===== src/hdl/fsi_pkg.sv =====
// Shared constants, field widths, side-band structs and the quarter-wave table
// for the fixed-point sine pipeline. No dependencies.
package fsi_pkg;

   localparam int PI_UNITS_DEF      = 6399;
   localparam int HALF_PI_UNITS_DEF = 3200;
   localparam int TWO_PI_UNITS_DEF  = 12799;

   localparam int TABLE_STEPS   = 32;
   localparam int TABLE_STEPS_W = 5;
   localparam int IDX_W         = 6;
   localparam int SINE_ONE      = 2037;

   localparam int ANGLE_W = 32;
   localparam int REM_W   = 33;
   localparam int MOD_W   = 17;
   localparam int MID_W   = 18;
   localparam int WRAP_W  = 19;
   localparam int FOLD_W  = 16;
   localparam int TAB_W   = 11;
   localparam int DIFF_W  = 7;
   localparam int DX_W    = 11;
   localparam int NUM_W   = 17;
   localparam int QUO_W   = 13;
   localparam int RES_W   = 12;
   localparam int RSP_DATA_W = 16;

   localparam int RECIP_SHIFT   = 28;
   localparam int RECIP_W       = 29;
   localparam int RED_PER_STAGE = 7;

   typedef struct packed {
      logic                    below;
      logic                    above;
      logic signed [MID_W-1:0] mid;
   } wrap_side_type;

   typedef struct packed {
      logic              neg;
      logic [FOLD_W-1:0] angle;
   } fold_type;

   function automatic logic [TAB_W-1:0] quarter_wave(input logic [IDX_W-1:0] idx);
      logic [TAB_W-1:0] val;
      case (idx)
         6'd0:    val = 11'd0;
         6'd1:    val = 11'd100;
         6'd2:    val = 11'd200;
         6'd3:    val = 11'd299;
         6'd4:    val = 11'd397;
         6'd5:    val = 11'd495;
         6'd6:    val = 11'd591;
         6'd7:    val = 11'd686;
         6'd8:    val = 11'd780;
         6'd9:    val = 11'd871;
         6'd10:   val = 11'd960;
         6'd11:   val = 11'd1047;
         6'd12:   val = 11'd1132;
         6'd13:   val = 11'd1214;
         6'd14:   val = 11'd1292;
         6'd15:   val = 11'd1368;
         6'd16:   val = 11'd1440;
         6'd17:   val = 11'd1509;
         6'd18:   val = 11'd1575;
         6'd19:   val = 11'd1636;
         6'd20:   val = 11'd1694;
         6'd21:   val = 11'd1747;
         6'd22:   val = 11'd1797;
         6'd23:   val = 11'd1842;
         6'd24:   val = 11'd1882;
         6'd25:   val = 11'd1918;
         6'd26:   val = 11'd1949;
         6'd27:   val = 11'd1976;
         6'd28:   val = 11'd1998;
         6'd29:   val = 11'd2015;
         6'd30:   val = 11'd2027;
         6'd31:   val = 11'd2035;
         default: val = 11'd2037;
      endcase
      return val;
   endfunction

endpackage


===== src/hdl/fsi_mod_stage.sv =====
// One registered slice of the restoring reduction of the offset angle modulo
// two pi. Depends on fsi_pkg.
module fsi_mod_stage #(
   parameter int TWO_PI_UNITS = fsi_pkg::TWO_PI_UNITS_DEF,
   parameter int TOP_SHIFT    = 0,
   parameter int STEPS        = fsi_pkg::RED_PER_STAGE
) (
   input  logic                      clock,
   input  logic                      reset,
   input  logic                      up_valid,
   output logic                      up_ready,
   input  logic [fsi_pkg::REM_W-1:0] up_rem,
   input  fsi_pkg::wrap_side_type    up_side,
   output logic                      dn_valid,
   input  logic                      dn_ready,
   output logic [fsi_pkg::REM_W-1:0] dn_rem,
   output fsi_pkg::wrap_side_type    dn_side
);

   localparam int RW = fsi_pkg::REM_W;

   logic                   valid_ff, valid_in;
   logic [RW-1:0]          rem_ff, rem_in;
   fsi_pkg::wrap_side_type side_ff, side_in;
   logic                   load;

   assign load     = !valid_ff || dn_ready;
   assign up_ready = load;
   assign valid_in = load ? up_valid : valid_ff;
   assign side_in  = up_side;

   always_comb begin
      rem_in = up_rem;
      for (int j = 0; j < STEPS; j++) begin
         if (TOP_SHIFT - j >= 0) begin
            if (64'(rem_in) >= (64'(TWO_PI_UNITS) << (TOP_SHIFT - j))) begin
               rem_in = rem_in - RW'(64'(TWO_PI_UNITS) << (TOP_SHIFT - j));
            end
         end
      end
   end

   always_ff @(posedge clock) begin
      if (reset) begin
         valid_ff <= 1'b0;
      end else begin
         valid_ff <= valid_in;
      end
   end

   always_ff @(posedge clock) begin
      if (load && up_valid) begin
         rem_ff  <= rem_in;
         side_ff <= side_in;
      end
   end

   assign dn_valid = valid_ff;
   assign dn_rem   = rem_ff;
   assign dn_side  = side_ff;

endmodule


===== src/hdl/fsi_fold.sv =====
// Two stages: rebuild the wrapped angle from the remainder, then fold it into
// the first quarter wave with sign. Depends on fsi_pkg.
module fsi_fold #(
   parameter int PI_UNITS      = fsi_pkg::PI_UNITS_DEF,
   parameter int HALF_PI_UNITS = fsi_pkg::HALF_PI_UNITS_DEF,
   parameter int TWO_PI_UNITS  = fsi_pkg::TWO_PI_UNITS_DEF
) (
   input  logic                      clock,
   input  logic                      reset,
   input  logic                      up_valid,
   output logic                      up_ready,
   input  logic [fsi_pkg::REM_W-1:0] up_rem,
   input  fsi_pkg::wrap_side_type    up_side,
   output logic                      dn_valid,
   input  logic                      dn_ready,
   output fsi_pkg::fold_type         dn_fold
);

   localparam int RW       = fsi_pkg::WRAP_W;
   localparam int FW       = fsi_pkg::FOLD_W;
   localparam int MW       = fsi_pkg::MOD_W;
   localparam int TWICE_PI = 2 * PI_UNITS;
   localparam int CSHIFT   = TWICE_PI % TWO_PI_UNITS;

   localparam logic [RW-1:0] PI_W = RW'(PI_UNITS);
   localparam logic [RW-1:0] A_LO = RW'(-PI_UNITS);
   localparam logic [RW-1:0] A_HI = RW'(-PI_UNITS - TWO_PI_UNITS);
   localparam logic [RW-1:0] B_GE = RW'(PI_UNITS - TWO_PI_UNITS - CSHIFT);
   localparam logic [RW-1:0] B_LT = RW'(PI_UNITS - CSHIFT);

   logic              wv_ff, wv_in;
   logic [RW-1:0]     wrap_ff, wrap_in;
   logic              fv_ff, fv_in;
   fsi_pkg::fold_type fold_ff, fold_in;
   logic              load_w, load_f;
   logic [MW-1:0]     r1;
   logic [RW-1:0]     r1_ext, wa, wb;
   logic [RW-1:0]     mag, mir;

   assign load_f   = !fv_ff || dn_ready;
   assign load_w   = !wv_ff || load_f;
   assign up_ready = load_w;
   assign wv_in    = load_w ? up_valid : wv_ff;
   assign fv_in    = load_f ? wv_ff : fv_ff;

   always_comb begin
      r1     = up_rem[MW-1:0];
      r1_ext = RW'(r1);
      if (32'(r1) > 32'(TWICE_PI)) begin
         wa = r1_ext + A_HI;
      end else begin
         wa = r1_ext + A_LO;
      end
      if (32'(r1) == 32'(CSHIFT)) begin
         wb = PI_W;
      end else if (32'(r1) >= 32'(CSHIFT)) begin
         wb = r1_ext + B_GE;
      end else begin
         wb = r1_ext + B_LT;
      end
      if (up_side.below) begin
         wrap_in = wa;
      end else if (up_side.above) begin
         wrap_in = wb;
      end else begin
         wrap_in = {up_side.mid[fsi_pkg::MID_W-1], up_side.mid};
      end
   end

   always_comb begin
      fold_in.neg = wrap_ff[RW-1];
      mag = wrap_ff[RW-1] ? (~wrap_ff + 1'b1) : wrap_ff;
      if (32'(mag) > 32'(HALF_PI_UNITS)) begin
         mir = PI_W - mag;
      end else begin
         mir = mag;
      end
      if (mir[RW-1]) begin
         fold_in.angle = '0;
      end else if (32'(mir) > 32'(HALF_PI_UNITS)) begin
         fold_in.angle = FW'(HALF_PI_UNITS);
      end else begin
         fold_in.angle = mir[FW-1:0];
      end
   end

   always_ff @(posedge clock) begin
      if (reset) begin
         wv_ff <= 1'b0;
         fv_ff <= 1'b0;
      end else begin
         wv_ff <= wv_in;
         fv_ff <= fv_in;
      end
   end

   always_ff @(posedge clock) begin
      if (load_w && up_valid) begin
         wrap_ff <= wrap_in;
      end
      if (load_f && wv_ff) begin
         fold_ff <= fold_in;
      end
   end

   assign dn_valid = fv_ff;
   assign dn_fold  = fold_ff;

   a_rem_reduced: assert property (@(posedge clock) disable iff (reset)
      up_valid |-> 64'(up_rem) < 64'(TWO_PI_UNITS))
      else $error("remainder not reduced below two pi");

   a_fold_range: assert property (@(posedge clock) disable iff (reset)
      fv_ff |-> 32'(fold_ff.angle) <= 32'(HALF_PI_UNITS))
      else $error("folded angle beyond half pi");

endmodule


===== src/hdl/fsi_interp.sv =====
// Table lookup and linear interpolation over five stages: index search, table read,
// rounded slope multiply, reciprocal divide, clamp and sign. Depends on fsi_pkg.
module fsi_interp #(
   parameter int HALF_PI_UNITS = fsi_pkg::HALF_PI_UNITS_DEF
) (
   input  logic                      clock,
   input  logic                      reset,
   input  logic                      up_valid,
   output logic                      up_ready,
   input  fsi_pkg::fold_type         up_fold,
   output logic                      dn_valid,
   input  logic                      dn_ready,
   output logic [fsi_pkg::RES_W-1:0] dn_sine
);

   localparam int IW    = fsi_pkg::IDX_W;
   localparam int FW    = fsi_pkg::FOLD_W;
   localparam int TW    = fsi_pkg::TAB_W;
   localparam int DW    = fsi_pkg::DIFF_W;
   localparam int XW    = fsi_pkg::DX_W;
   localparam int NW    = fsi_pkg::NUM_W;
   localparam int QW    = fsi_pkg::QUO_W;
   localparam int RW    = fsi_pkg::RES_W;
   localparam int SW    = FW + fsi_pkg::TABLE_STEPS_W;
   localparam int PW    = NW + fsi_pkg::RECIP_W;
   localparam int SUM_W = QW + 1;
   localparam int STEP_UNITS = HALF_PI_UNITS / fsi_pkg::TABLE_STEPS;
   localparam int HALF_STEP  = STEP_UNITS / 2;
   localparam longint RECIP_L =
      ((64'd1 << fsi_pkg::RECIP_SHIFT) + STEP_UNITS - 1) / STEP_UNITS;
   localparam logic [fsi_pkg::RECIP_W-1:0] RECIP = fsi_pkg::RECIP_W'(RECIP_L);

   logic              load_i, load_d, load_m, load_q, load_o;
   logic              iv_ff, iv_in, dv_ff, dv_in, mv_ff, mv_in;
   logic              qv_ff, qv_in, ov_ff, ov_in;

   logic [IW-1:0]     idx_ff, idx_in;
   logic [FW-1:0]     ang_ff;
   logic              neg_i_ff;
   logic [SW-1:0]     scaled;

   logic [XW-1:0]     dx_ff, dx_in;
   logic [TW-1:0]     ylo_d_ff, ylo_d_in;
   logic [DW-1:0]     ydiff_ff, ydiff_in;
   logic              top_d_ff, top_d_in, neg_d_ff;
   logic [TW-1:0]     yhi;

   logic [NW-1:0]     num_ff, num_in;
   logic [TW-1:0]     ylo_m_ff;
   logic              top_m_ff, neg_m_ff;

   logic [PW-1:0]     prod;
   logic [QW-1:0]     quo_ff, quo_in;
   logic [TW-1:0]     ylo_q_ff;
   logic              top_q_ff, neg_q_ff;

   logic [SUM_W-1:0]  sum;
   logic [TW-1:0]     mag;
   logic [RW-1:0]     sine_ff, sine_in;

   assign load_o   = !ov_ff || dn_ready;
   assign load_q   = !qv_ff || load_o;
   assign load_m   = !mv_ff || load_q;
   assign load_d   = !dv_ff || load_m;
   assign load_i   = !iv_ff || load_d;
   assign up_ready = load_i;

   assign iv_in = load_i ? up_valid : iv_ff;
   assign dv_in = load_d ? iv_ff : dv_ff;
   assign mv_in = load_m ? dv_ff : mv_ff;
   assign qv_in = load_q ? mv_ff : qv_ff;
   assign ov_in = load_o ? qv_ff : ov_ff;

   always_comb begin
      scaled = {up_fold.angle, fsi_pkg::TABLE_STEPS_W'(0)};
      idx_in = '0;
      for (int i = 1; i <= fsi_pkg::TABLE_STEPS; i++) begin
         if (64'(scaled) >= 64'(i) * 64'(HALF_PI_UNITS)) begin
            idx_in = IW'(i);
         end
      end
   end

   always_comb begin
      top_d_in = (32'(idx_ff) == 32'(fsi_pkg::TABLE_STEPS));
      dx_in    = XW'(32'(ang_ff) - 32'(idx_ff) * 32'(STEP_UNITS));
      ylo_d_in = fsi_pkg::quarter_wave(idx_ff);
      yhi      = fsi_pkg::quarter_wave(IW'(idx_ff + 1'b1));
      if (top_d_in) begin
         ydiff_in = '0;
      end else begin
         ydiff_in = DW'(yhi - ylo_d_in);
      end
   end

   assign num_in = NW'(18'(dx_ff) * 18'(ydiff_ff)) + NW'(HALF_STEP);

   assign prod   = PW'(num_ff) * PW'(RECIP);
   assign quo_in = prod[fsi_pkg::RECIP_SHIFT +: QW];

   always_comb begin
      sum = SUM_W'(quo_ff) + SUM_W'(ylo_q_ff);
      if (top_q_ff || (32'(sum) > 32'(fsi_pkg::SINE_ONE))) begin
         mag = TW'(fsi_pkg::SINE_ONE);
      end else begin
         mag = sum[TW-1:0];
      end
      if (neg_q_ff) begin
         sine_in = RW'(0) - RW'(mag);
      end else begin
         sine_in = RW'(mag);
      end
   end

   always_ff @(posedge clock) begin
      if (reset) begin
         iv_ff <= 1'b0;
         dv_ff <= 1'b0;
         mv_ff <= 1'b0;
         qv_ff <= 1'b0;
         ov_ff <= 1'b0;
      end else begin
         iv_ff <= iv_in;
         dv_ff <= dv_in;
         mv_ff <= mv_in;
         qv_ff <= qv_in;
         ov_ff <= ov_in;
      end
   end

   always_ff @(posedge clock) begin
      if (load_i && up_valid) begin
         idx_ff   <= idx_in;
         ang_ff   <= up_fold.angle;
         neg_i_ff <= up_fold.neg;
      end
      if (load_d && iv_ff) begin
         dx_ff    <= dx_in;
         ylo_d_ff <= ylo_d_in;
         ydiff_ff <= ydiff_in;
         top_d_ff <= top_d_in;
         neg_d_ff <= neg_i_ff;
      end
      if (load_m && dv_ff) begin
         num_ff   <= num_in;
         ylo_m_ff <= ylo_d_ff;
         top_m_ff <= top_d_ff;
         neg_m_ff <= neg_d_ff;
      end
      if (load_q && mv_ff) begin
         quo_ff   <= quo_in;
         ylo_q_ff <= ylo_m_ff;
         top_q_ff <= top_m_ff;
         neg_q_ff <= neg_m_ff;
      end
      if (load_o && qv_ff) begin
         sine_ff <= sine_in;
      end
   end

   assign dn_valid = ov_ff;
   assign dn_sine  = sine_ff;

   a_idx_range: assert property (@(posedge clock) disable iff (reset)
      iv_ff |-> 32'(idx_ff) <= 32'(fsi_pkg::TABLE_STEPS))
      else $error("table index beyond last entry");

   a_sine_range: assert property (@(posedge clock) disable iff (reset)
      ov_ff |-> ($signed(sine_ff) <= $signed(RW'(fsi_pkg::SINE_ONE)))
             && ($signed(sine_ff) >= $signed(RW'(-fsi_pkg::SINE_ONE))))
      else $error("sine beyond full scale");

   a_top_hold: assert property (@(posedge clock) disable iff (reset)
      (dv_ff && top_d_ff) |-> (ydiff_ff == '0))
      else $error("last table entry carries a slope");

endmodule


===== src/hdl/fixed_point_sine_interp_top.sv =====
// Top level of the fixed-point sine pipeline: offset stage, modulo slices,
// fold and interpolation. Depends on fsi_pkg, fsi_mod_stage, fsi_fold, fsi_interp.
//
//   channel | dir | ports          | payload (low bit up)
//   req     | in  | req_t*         | tdata[31:0] angle (signed)
//   rsp     | out | rsp_t*         | tdata[11:0] sine_value (signed), [15:12] zero
//
// One beat enters per cycle unless the response side stalls. The modulo reduction
// takes 33 - bits of TWO_PI_UNITS + 1 compare-subtract steps.
// The modulo slices, seven compare-subtract steps each, set the depth.
// Synchronous reset clears all valid bits; payload registers are not reset.
// Each stage holds while its successor is full and stalled; bubbles collapse.
module fixed_point_sine_interp_top #(
   parameter int PI_UNITS      = fsi_pkg::PI_UNITS_DEF,
   parameter int HALF_PI_UNITS = fsi_pkg::HALF_PI_UNITS_DEF,
   parameter int TWO_PI_UNITS  = fsi_pkg::TWO_PI_UNITS_DEF
) (
   input  logic                           clock,
   input  logic                           reset,
   input  logic                           req_tvalid,
   output logic                           req_tready,
   input  logic [fsi_pkg::ANGLE_W-1:0]    req_tdata,   // [31:0] angle
   output logic                           rsp_tvalid,
   input  logic                           rsp_tready,
   output logic [fsi_pkg::RSP_DATA_W-1:0] rsp_tdata    // [11:0] sine_value
);

   localparam int RW        = fsi_pkg::REM_W;
   localparam int TWO_W     = $clog2(TWO_PI_UNITS + 1);
   localparam int TOP_SHIFT = RW - TWO_W;
   localparam int N_RED     = TOP_SHIFT + 1;
   localparam int N_MS      =
      (N_RED + fsi_pkg::RED_PER_STAGE - 1) / fsi_pkg::RED_PER_STAGE;
   localparam longint K_WRAP  = ((64'd1 << 31) + TWO_PI_UNITS - 1) / TWO_PI_UNITS;
   localparam longint OFFSET  = PI_UNITS + K_WRAP * TWO_PI_UNITS;
   localparam logic signed [RW-1:0] POS_PI = RW'(PI_UNITS);
   localparam logic signed [RW-1:0] NEG_PI = RW'(-PI_UNITS);

   logic                   v0_ff, v0_in;
   logic [RW-1:0]          x_ff, x_in;
   fsi_pkg::wrap_side_type side0_ff, side0_in;
   logic [RW-1:0]          ext;
   logic                   load0;

   logic [N_MS:0]          valid_c, ready_c;
   logic [RW-1:0]          rem_c  [N_MS+1];
   fsi_pkg::wrap_side_type side_c [N_MS+1];

   logic                   fold_valid, fold_ready;
   fsi_pkg::fold_type      fold;
   logic [fsi_pkg::RES_W-1:0] sine;

   assign ext            = {req_tdata[fsi_pkg::ANGLE_W-1], req_tdata};
   assign x_in           = ext + RW'(OFFSET);
   assign side0_in.below = $signed(ext) < NEG_PI;
   assign side0_in.above = $signed(ext) > POS_PI;
   assign side0_in.mid   = ext[fsi_pkg::MID_W-1:0];

   assign load0      = !v0_ff || ready_c[0];
   assign req_tready = load0;
   assign v0_in      = load0 ? req_tvalid : v0_ff;

   always_ff @(posedge clock) begin
      if (reset) begin
         v0_ff <= 1'b0;
      end else begin
         v0_ff <= v0_in;
      end
   end

   always_ff @(posedge clock) begin
      if (load0 && req_tvalid) begin
         x_ff     <= x_in;
         side0_ff <= side0_in;
      end
   end

   assign valid_c[0] = v0_ff;
   assign rem_c[0]   = x_ff;
   assign side_c[0]  = side0_ff;

   for (genvar s = 0; s < N_MS; s++) begin : g_mod
      fsi_mod_stage #(
         .TWO_PI_UNITS (TWO_PI_UNITS),
         .TOP_SHIFT    (TOP_SHIFT - s * fsi_pkg::RED_PER_STAGE),
         .STEPS        (fsi_pkg::RED_PER_STAGE)
      ) u_mod (
         .clock    (clock),
         .reset    (reset),
         .up_valid (valid_c[s]),
         .up_ready (ready_c[s]),
         .up_rem   (rem_c[s]),
         .up_side  (side_c[s]),
         .dn_valid (valid_c[s+1]),
         .dn_ready (ready_c[s+1]),
         .dn_rem   (rem_c[s+1]),
         .dn_side  (side_c[s+1])
      );
   end

   fsi_fold #(
      .PI_UNITS      (PI_UNITS),
      .HALF_PI_UNITS (HALF_PI_UNITS),
      .TWO_PI_UNITS  (TWO_PI_UNITS)
   ) u_fold (
      .clock    (clock),
      .reset    (reset),
      .up_valid (valid_c[N_MS]),
      .up_ready (ready_c[N_MS]),
      .up_rem   (rem_c[N_MS]),
      .up_side  (side_c[N_MS]),
      .dn_valid (fold_valid),
      .dn_ready (fold_ready),
      .dn_fold  (fold)
   );

   fsi_interp #(
      .HALF_PI_UNITS (HALF_PI_UNITS)
   ) u_interp (
      .clock    (clock),
      .reset    (reset),
      .up_valid (fold_valid),
      .up_ready (fold_ready),
      .up_fold  (fold),
      .dn_valid (rsp_tvalid),
      .dn_ready (rsp_tready),
      .dn_sine  (sine)
   );

   assign rsp_tdata = {(fsi_pkg::RSP_DATA_W - fsi_pkg::RES_W)'(0), sine};

endmodule

===== config.mk =====
export PLATFORM = sky130hd
export DESIGN_NAME = fixed_point_sine_interp_top
export DESIGN_NICKNAME = d
export VERILOG_FILES = /design/src/hdl/fsi_pkg.sv /design/src/hdl/fsi_mod_stage.sv /design/src/hdl/fsi_fold.sv /design/src/hdl/fsi_interp.sv /design/src/hdl/fixed_point_sine_interp_top.sv
export SDC_FILE = /design/constraint.sdc
export NUM_CORES = 2
export LEC_CHECK = 0
export ABC_AREA = 1
export BUFFER_PORTS_ARGS = -buffer_cell sky130_fd_sc_hd__buf_2
export CORE_MARGIN = 2
export CORE_UTILIZATION = 45
export CTS_CLUSTER_DIAMETER = 30
export DETAILED_ROUTE_END_ITERATION = 6
export SLEW_MARGIN = 20
export SYNTH_ARGS = -nofsm -noshare
export SYNTH_HDL_FRONTEND = slang
export SYNTH_SLANG_ARGS = --single-unit

===== constraint.sdc =====
create_clock -name clock -period 10.84 [get_ports clock]
set_clock_uncertainty 0.2 [all_clocks]
set_input_delay 1.084 -clock clock [delete_from_list [all_inputs] [get_ports clock]]
set_output_delay 1.084 -clock clock [all_outputs]
set_load 0.05 [all_outputs]

# After elaboration in Yosys (flattened, before gate mapping)
# Memories as Yosys holds them, arrays and structs flattened. A register that Yosys moved wholly into a read port is not among the register bits.
# Cells that the tools add are included.
totals:
  reg_bits: 358
  latchBits: 0
  ram_bits: 0
  romBits: 704
  out_inout_bits: 18
  memories: 2
op_classes:
  n_addsub: 31
  n_mul: 3
  n_div: 0
  order_cmp: 59
  eq_ne: 2
  n_shift: 0
  mux: 65
  bitwise: 1
  n_reduce_logical: 35
memory_table:
  columns: ["memory", "depth", "word_bits", "rd", "rd_clocked_by_memory_dff", "write_ports", "line_no", "text"]
  rows:
  - ["(name not given)", 32, 11, 1, 1, 0, "fsi_pkg.sv:45", "case (idx)"]
  - ["(name not given)", 32, 11, 1, 0, 0, "fsi_pkg.sv:45", null]
op_table:
  columns: ["cell", "count"]
  rows:
  - ["2-to-1 mux 33 bit", 19]
  - [">= comparator 21 x 17 -> 1 bit (second input constant)", 12]
  - [">= comparator 21 x 16 -> 1 bit (second input constant)", 10]
  - ["2-to-1 mux 19 bit", 7]
  - [">= comparator 21 x 15 -> 1 bit (second input constant)", 5]
  - ["2-to-1 mux 5 bit", 18]
  - [">= comparator 21 x 14 -> 1 bit (second input constant)", 3]
  - ["multiplier 17 x 22 -> 39 bit (second input constant)", 1]
  - ["greater-than comparator 19 x 12 -> 1 bit (second input constant)", 2]
  - ["adder 33 x 32 -> 33 bit (second input constant)", 1]
  - [">= comparator 33 x 14 -> 1 bit (second input constant)", 1]
  - [">= comparator 33 x 15 -> 1 bit (second input constant)", 1]
  - [">= comparator 33 x 16 -> 1 bit (second input constant)", 1]
  - [">= comparator 33 x 17 -> 1 bit (second input constant)", 1]
  - [">= comparator 33 x 18 -> 1 bit (second input constant)", 1]
  - [">= comparator 33 x 19 -> 1 bit (second input constant)", 1]
  - [">= comparator 33 x 20 -> 1 bit (second input constant)", 1]
  - [">= comparator 33 x 21 -> 1 bit (second input constant)", 1]
  - [">= comparator 33 x 22 -> 1 bit (second input constant)", 1]
  - [">= comparator 33 x 23 -> 1 bit (second input constant)", 1]
  - [">= comparator 33 x 24 -> 1 bit (second input constant)", 1]
  - [">= comparator 33 x 25 -> 1 bit (second input constant)", 1]
  - [">= comparator 33 x 26 -> 1 bit (second input constant)", 1]
  - [">= comparator 33 x 27 -> 1 bit (second input constant)", 1]
  - ["60 further kinds", 104]

# Logic depth before layout (Yosys ltp)
depth:
  word_depth: 34
  mapped_depth: 72

# Hierarchy
# Synthesis repeated with hierarchy kept, for this count alone.
unflattened:
  hier_cells: 7506
  area_unflattened_um2: 49625.1
modules_own_cells:
  columns: ["mod", "n_inst", "cells_each", "area_each_um2"]
  rows:
  - ["fsi_interp", 1, 1681, 15544.9]
  - ["fsi_mod_stage (g_mod[2].u_mod)", 1, 1996, 10806.6]
  - ["fsi_mod_stage (g_mod[1].u_mod)", 1, 1869, 10107.2]
  - ["fsi_mod_stage (g_mod[0].u_mod)", 1, 1105, 6663.9]
  - ["fsi_fold", 1, 531, 3628.5]
  - ["fixed_point_sine_interp_top", 1, 324, 2874.0]

# Worst setup path after synthesis
# No wires, ideal clock.
synth_timing:
  path_kind: "register -> register"
  start: "register g_mod[0].u_mod.rem_ff[12]"
  end: "register g_mod[1].u_mod.rem_ff[15], data pin"
  setup_time_ns: 0.130
  arrival_time_ns: 8.224
  slack_ns: 2.286
  stages_incl_launch_ff: 71
  n_path_buf: 10
  synth_period_minus_slack_ns: 8.554
  path_cell_list: "edfxtp_1 -> ha_1 -> nand3_2 -> nor2_4 -> nand2_2 -> nor2_2 -> nand2_2 -> nand3_4 -> buf_8 -> buf_12 -> buf_12 -> nand2_1 -> nand2_2 -> ha_1 -> inv_1 -> nor2_4 -> nand3_4 -> nand2_4 -> [35 not listed] -> nand2_4 -> o21bai_4 -> nand2_4 -> nand2_4 -> buf_12 -> nand2_1 -> nand2_1 -> ha_1 -> nand2_2 -> nor2_2 -> nand3_1 -> nor2_2 -> nand2_2 -> nand3_2 -> buf_6 -> buf_8 -> nand2_2 -> nand2_1"
synth_via:
  elab_chain_cells: 14
synth_lines:
  columns: ["element", "line_no", "text"]
  rows:
  - ["from (decl)", "fsi_mod_stage.sv:23", "logic [RW-1:0] rem_ff, rem_in;"]
  - ["from (signal assigned)", "fsi_mod_stage.sv:53", "rem_ff <= rem_in;"]
  - ["subtractor 33 x 26 -> 33 bit / >= comparator 33 x 26 -> 1 bit (equally long branches)", "fsi_mod_stage.sv:37, fsi_mod_stage.sv:36", null]
  - ["2-to-1 mux 33 bit (*)", "fsi_mod_stage.sv:36", "if (64'(rem_in) >= (64'(TWO_PI_UNITS) << (TOP_SHIFT - j))) begin"]
  - ["subtractor 33 x 25 -> 33 bit / >= comparator 33 x 25 -> 1 bit (equally long branches)", "fsi_mod_stage.sv:37, fsi_mod_stage.sv:36", null]
  - ["2-to-1 mux 33 bit (*)", "fsi_mod_stage.sv:36", null]
  - ["subtractor 33 x 24 -> 33 bit / >= comparator 33 x 24 -> 1 bit (equally long branches)", "fsi_mod_stage.sv:37, fsi_mod_stage.sv:36", null]
  - ["2-to-1 mux 33 bit (*)", "fsi_mod_stage.sv:36", null]
  - ["subtractor 33 x 23 -> 33 bit / >= comparator 33 x 23 -> 1 bit (equally long branches)", "fsi_mod_stage.sv:37, fsi_mod_stage.sv:36", null]
  - ["2-to-1 mux 33 bit (*)", "fsi_mod_stage.sv:36", null]
  - ["subtractor 33 x 22 -> 33 bit / >= comparator 33 x 22 -> 1 bit (equally long branches)", "fsi_mod_stage.sv:37, fsi_mod_stage.sv:36", null]
  - ["2-to-1 mux 33 bit (*)", "fsi_mod_stage.sv:36", null]
  - ["subtractor 33 x 21 -> 33 bit / >= comparator 33 x 21 -> 1 bit (equally long branches)", "fsi_mod_stage.sv:37, fsi_mod_stage.sv:36", null]
  - ["2-to-1 mux 33 bit (*)", "fsi_mod_stage.sv:36", null]
  - ["subtractor 33 x 20 -> 33 bit / >= comparator 33 x 20 -> 1 bit (equally long branches)", "fsi_mod_stage.sv:37, fsi_mod_stage.sv:36", null]
  - ["2-to-1 mux 33 bit (*)", "fsi_mod_stage.sv:36", null]
  - ["net g_mod[1].u_mod.rem_in[15]", "fsi_mod_stage.sv:23", null]
  - ["to (signal assigned)", "fsi_mod_stage.sv:53", null]
  - ["to (decl)", "fsi_mod_stage.sv:23", null]
# Mark *: on every way through the listed nets, which the timed path passes. The rest lies on a longest branch.
# A chain may end at the register's enable or synchronous reset.

# Final worst setup path
layout_timing:
  start: "register g_mod[0].u_mod.rem_ff[12]"
  end: "register g_mod[1].u_mod.rem_ff[9], data pin"
layout_via:
  elab_chain_cells: 14
layout_lines:
  columns: ["element", "line_no"]
  rows:
  - [">= comparator 33 x 26 -> 1 bit / subtractor 33 x 26 -> 33 bit (equally long branches)", "fsi_mod_stage.sv:36, fsi_mod_stage.sv:37"]
  - ["2-to-1 mux 33 bit (*)", "fsi_mod_stage.sv:36"]
  - ["subtractor 33 x 25 -> 33 bit / >= comparator 33 x 25 -> 1 bit (equally long branches)", "fsi_mod_stage.sv:37, fsi_mod_stage.sv:36"]
  - ["2-to-1 mux 33 bit (*)", "fsi_mod_stage.sv:36"]
  - ["subtractor 33 x 24 -> 33 bit / >= comparator 33 x 24 -> 1 bit (equally long branches)", "fsi_mod_stage.sv:37, fsi_mod_stage.sv:36"]
  - ["2-to-1 mux 33 bit (*)", "fsi_mod_stage.sv:36"]
  - ["subtractor 33 x 23 -> 33 bit / >= comparator 33 x 23 -> 1 bit (equally long branches)", "fsi_mod_stage.sv:37, fsi_mod_stage.sv:36"]
  - ["2-to-1 mux 33 bit (*)", "fsi_mod_stage.sv:36"]
  - ["subtractor 33 x 22 -> 33 bit / >= comparator 33 x 22 -> 1 bit (equally long branches)", "fsi_mod_stage.sv:37, fsi_mod_stage.sv:36"]
  - ["2-to-1 mux 33 bit (*)", "fsi_mod_stage.sv:36"]
  - ["subtractor 33 x 21 -> 33 bit / >= comparator 33 x 21 -> 1 bit (equally long branches)", "fsi_mod_stage.sv:37, fsi_mod_stage.sv:36"]
  - ["2-to-1 mux 33 bit (*)", "fsi_mod_stage.sv:36"]
  - ["subtractor 33 x 20 -> 33 bit / >= comparator 33 x 20 -> 1 bit (equally long branches)", "fsi_mod_stage.sv:37, fsi_mod_stage.sv:36"]
  - ["2-to-1 mux 33 bit (*)", "fsi_mod_stage.sv:36"]
  - ["net g_mod[1].u_mod.rem_in[9]", "fsi_mod_stage.sv:23"]
# Marked as above.

==> summary.json <==
{
  "outcome": {"value": "complete, no violations"},
  "crit_top_cell": {"value": "sky130_fd_sc_hd__nand2_2"},
  "yosys_most_used_dff": {"value": "sky130_fd_sc_hd__edfxtp_1"},
  "post_synth.cell_area_avg": {"value": 6.99, "unit": "µm²"},
  "total_leakage_power": {"value": 24.5, "unit": "nW"},
  "remaining_drc_errors": {"value": 0},
  "worstHoldPathCells": {"value": 0},
  "grt_pass1_wl": {"value": 206000, "unit": "µm"},
  "cts-root-to-sink-buffers": {"value": 3},
  "tritoncts_num_sinks": {"value": 369},
  "yosys.area.top_type": {"value": "sky130_fd_sc_hd__edfxtp_1"},
  "setup.worst_path.class": {"value": "register to register"},
  "timing.critical_path.from_type": {"value": "register"},
  "layout.cell_area.non_filler": {"value": 0.0513, "unit": "mm²"},
  "first_global_vias": {"value": 40500},
  "yosys_warnings": {"value": 0},
  "relative_slew_margins": {"value": 34.3, "unit": "%"},
  "crit-reg2reg-capture": {"value": "g_mod[1].u_mod.dn_rem[9]$_DFFE_PP_"},
  "grt_util_met3": {"value": 2.56, "unit": "%"},
  "worst-endpoint-required": {"value": 11.00, "unit": "ns"},
  "setup-tns-final": {"value": 0, "unit": "ns"},
  "finalWorstSetupSlack": {"value": 0.887, "unit": "ns"},
  "fp.dieH": {"value": 326, "unit": "µm"},
  "cts_root_buf": {"value": "sky130_fd_sc_hd__clkbuf_16"},
  "clock_latency": {"value": 0.65, "unit": "ns"},
  "clk_transition_reported_paths": {"value": 0.05, "unit": "ns"},
  "grt_overflow_total": {"value": 0},
  "synth_most_common_cell": {"value": "sky130_fd_sc_hd__nand2_1"},
  "finalCritPeriodShare": {"value": 91.8, "unit": "%"},
  "finalCriticalPeriod": {"value": 9.95, "unit": "ns"},
  "critical_path.top_delay_family": {"value": "simple AND/OR/NAND/NOR gates"},
  "dp_hpwl": {"value": 103000, "unit": "µm"},
  "worst_r2r_startpoint": {"value": "g_mod[0].u_mod.dn_rem[12]$_DFFE_PP_"},
  "post-layout-total-power": {"value": 15.1, "unit": "mW"},
  "grtUsageMet2": {"value": 40.7, "unit": "%"},
  "number_of_flops_mapped_to_enable_cells_by_yosys": {"value": 347},
  "floorplan.core_area": {"value": 0.103, "unit": "mm²"},
  "yosys-top-cells-area": {"value": "sky130_fd_sc_hd__edfxtp_1 22%, sky130_fd_sc_hd__nand2_1 14%, sky130_fd_sc_hd__inv_1 7.9%"},
  "layout-drive-gt1-share": {"value": 12.1, "unit": "%"},
  "timing.critical_path.fanout_max": {"value": 29},
  "worst_path_max_delay_cell": {"value": "sky130_fd_sc_hd__edfxtp_1"},
  "route.vias.total": {"value": 42400},
  "timing.hold.worst.start": {"value": "u_fold.dn_fold[1]$_SDFFCE_PP0P_"},
  "antenna_violations_before_repair": {"value": 6},
  "use_met1": {"value": 31.0, "unit": "%"},
  "async_flop_share": {"value": 0, "unit": "%"},
  "num_io_pins": {"value": 54},
  "initial_utilization": {"value": 45.2, "unit": "%"},
  "synth-seq-area-share": {"value": 23.3, "unit": "%"},
  "grt.busiest_layer": {"value": "met2"},
  "detail_route.vias_per_cell": {"value": 5.15},
  "regToRegSetupSlack": {"value": 0.89, "unit": "ns"},
  "htree_levels": {"value": 3},
  "critical-path-max-stage-delay": {"value": 0.48, "unit": "ns"},
  "postPlaceCellArea": {"value": 0.0482, "unit": "mm²"},
  "power_density_cells": {"value": 294, "unit": "mW/mm²"},
  "critical_path_buf_inv_count": {"value": 4},
  "timing_max_transition_violations_final": {"value": 0},
  "whs": {"value": 0.183, "unit": "ns"},
  "dr.pass1.iters": {"value": 6},
  "rr_worst_depth": {"value": 55},
  "cp-end-kind": {"value": "register"},
  "fraction_of_post_synthesis_cell_area_in_the_top_cell_type_by_area": {"value": 22.3, "unit": "%"},
  "worst-endpoint-arrival": {"value": 10.12, "unit": "ns"},
  "cts_buffers": {"value": 84},
  "final_antenna_net_count": {"value": 0},
  "worstHoldEndpoint": {"value": "u_interp.ang_ff[1]$_DFFE_PP_"},
  "post_synth_inst_count": {"value": 6681},
  "die_width": {"value": 326, "unit": "µm"},
  "tritoncts": {"value": "yes"},
  "worstMarginPinSlew": {"value": 0.985, "unit": "ns"},
  "worst_ir_drop_vdd": {"value": 376, "unit": "µV"},
  "floorplan.die_area": {"value": 0.106, "unit": "mm²"},
  "drt_wl_total": {"value": 125000, "unit": "µm"},
  "placement.io_buffers": {"value": 49},
  "drt_first_iter_violations": {"value": 2851},
  "nets": {"value": 7262},
  "place_ws": {"value": 0.652, "unit": "ns"},
  "grt_start_max_net_pins": {"value": 54},
  "timing.fmax": {"value": 100, "unit": "MHz"},
  "route.detailed.wl_per_inst": {"value": 15.3, "unit": "µm"},
  "post_synth_design_cell_area": {"value": 0.0467, "unit": "mm²"},
  "globalRouteTotalUtil": {"value": 23.4, "unit": "%"},
  "final_report_hold_violation_count": {"value": 0},
  "core_rows": {"value": 118},
  "drv_cap": {"value": 0},
  "synth.lib_cells_used.distinct": {"value": 75},
  "hold_path.class": {"value": "register to register"},
  "gpl.final_weighted_congestion": {"value": 0.949},
  "area_growth": {"value": 9.87, "unit": "%"},
  "synth_seq_cells": {"value": 369},
  "final-setup-viol-count": {"value": 0},
  "netlist_top_cells_count": {"value": "1,802 x sky130_fd_sc_hd__nand2_1, 983 x sky130_fd_sc_hd__inv_1, 715 x sky130_fd_sc_hd__nor2_1, 521 x sky130_fd_sc_hd__nand3_1, 347 x sky130_fd_sc_hd__edfxtp_1"}
}
## where the power goes
group | switching (mW) | internal (mW)
clock network | 0.847 | 1.78
registers | 0.104 | 1.85
logic | 7.43 | 3.08
## area by class of cell
class / count / area (µm²)
multi-input cells: 5169 / 31000
well taps: 1380 / 1730
fillers: 10300 / 51900
clock inverters: 59 / 795
repair buffers: 117 / 826
flip-flops and latches: 369 / 10900
diodes: 3 / 7.51
clock buffers: 98 / 2240
inverters: 1032 / 3880
## cells in the final DEF (no fill, tap or decap), types with 170 or more instances in the layout
cell	count
sky130_fd_sc_hd__inv_1	980
sky130_fd_sc_hd__nand4_1	170
sky130_fd_sc_hd__nor2_1	710
sky130_fd_sc_hd__xor2_1	268
sky130_fd_sc_hd__nand2_2	199
sky130_fd_sc_hd__ha_1	286
sky130_fd_sc_hd__edfxtp_1	347
sky130_fd_sc_hd__a21oi_1	180
sky130_fd_sc_hd__nand2_1	1802
sky130_fd_sc_hd__nand3_1	521
## through the flow
step / cells / util (%)
floorplan: 6688 / -
global placement: 8064 / 46.7
detailed placement: 8064 / 46.7
CTS: 8221 / 49.6
global route: 8226 / 49.7
finish: 8227 / 49.7
## state kept, by name, summed over array words and instances, names as in the netlist, 3 cells and up, named ones only
register and cells:
u_interp.ylo_m_ff 11, side0_ff 20, u_interp.ylo_q_ff 11, g_mod.u_mod.dn_valid 3
x_ff 33, u_interp.num_ff 17, u_fold.dn_fold 17, u_interp.ydiff_ff 7
u_interp.dn_sine 12, u_fold.wrap_ff 19, u_interp.ang_ff 11, u_interp.ylo_d_ff 11
g_mod.u_mod.dn_side 60, u_interp.dx_ff 11, g_mod.u_mod.dn_rem 83, u_interp.quo_ff 11
u_interp.idx_ff 6
## repair_timing
action                                 4_1_cts  5_1_grt
buffers inserted                             0        2
endpoints found under the hold margin        0        0
setup endpoints to repair                    0       18
gates resized for setup                      0        6
hold buffers                                 0        0
## routing by layer
metal	wire length (µm)	share of wire, %
met1	57000	45
met2	60300	48
met3	5400	4.3
met4	2730	2.2
met5	23	0.018
## how the worst max path moves through the flow
stage | from | endpoint | cells past startpoint
floorplan | g_mod[0].u_mod.dn_rem[12]$_DFFE_PP_ | g_mod[1].u_mod.dn_rem[15]$_DFFE_PP_ | 70
global placement | x_ff[19]$_DFFE_PP_ | g_mod[0].u_mod.dn_rem[17]$_DFFE_PP_ | 56
detailed placement | x_ff[19]$_DFFE_PP_ | g_mod[0].u_mod.dn_rem[16]$_DFFE_PP_ | 56
CTS | x_ff[19]$_DFFE_PP_ | g_mod[0].u_mod.dn_rem[16]$_DFFE_PP_ | 56
global route | x_ff[19]$_DFFE_PP_ | g_mod[0].u_mod.dn_rem[16]$_DFFE_PP_ | 59
finish | g_mod[0].u_mod.dn_rem[12]$_DFFE_PP_ | g_mod[1].u_mod.dn_rem[9]$_DFFE_PP_ | 55
## logic make-up (layout without fill, tap and decap cells)
logic type | count (synthesis) | count (layout) | share of synthesized area, %
simple gates | 3873 | 3873 | 38.9
buf+inv | 1150 | 1306 | 10.6
compound gates | 515 | 515 | 6.38
fa+ha+maj | 453 | 453 | 14.8
flops | 369 | 369 | 23.3
xor+xnor | 320 | 320 | 6.00
other cells | 1 | 11 | 0.00803
(Power assumes the default switching activity.)
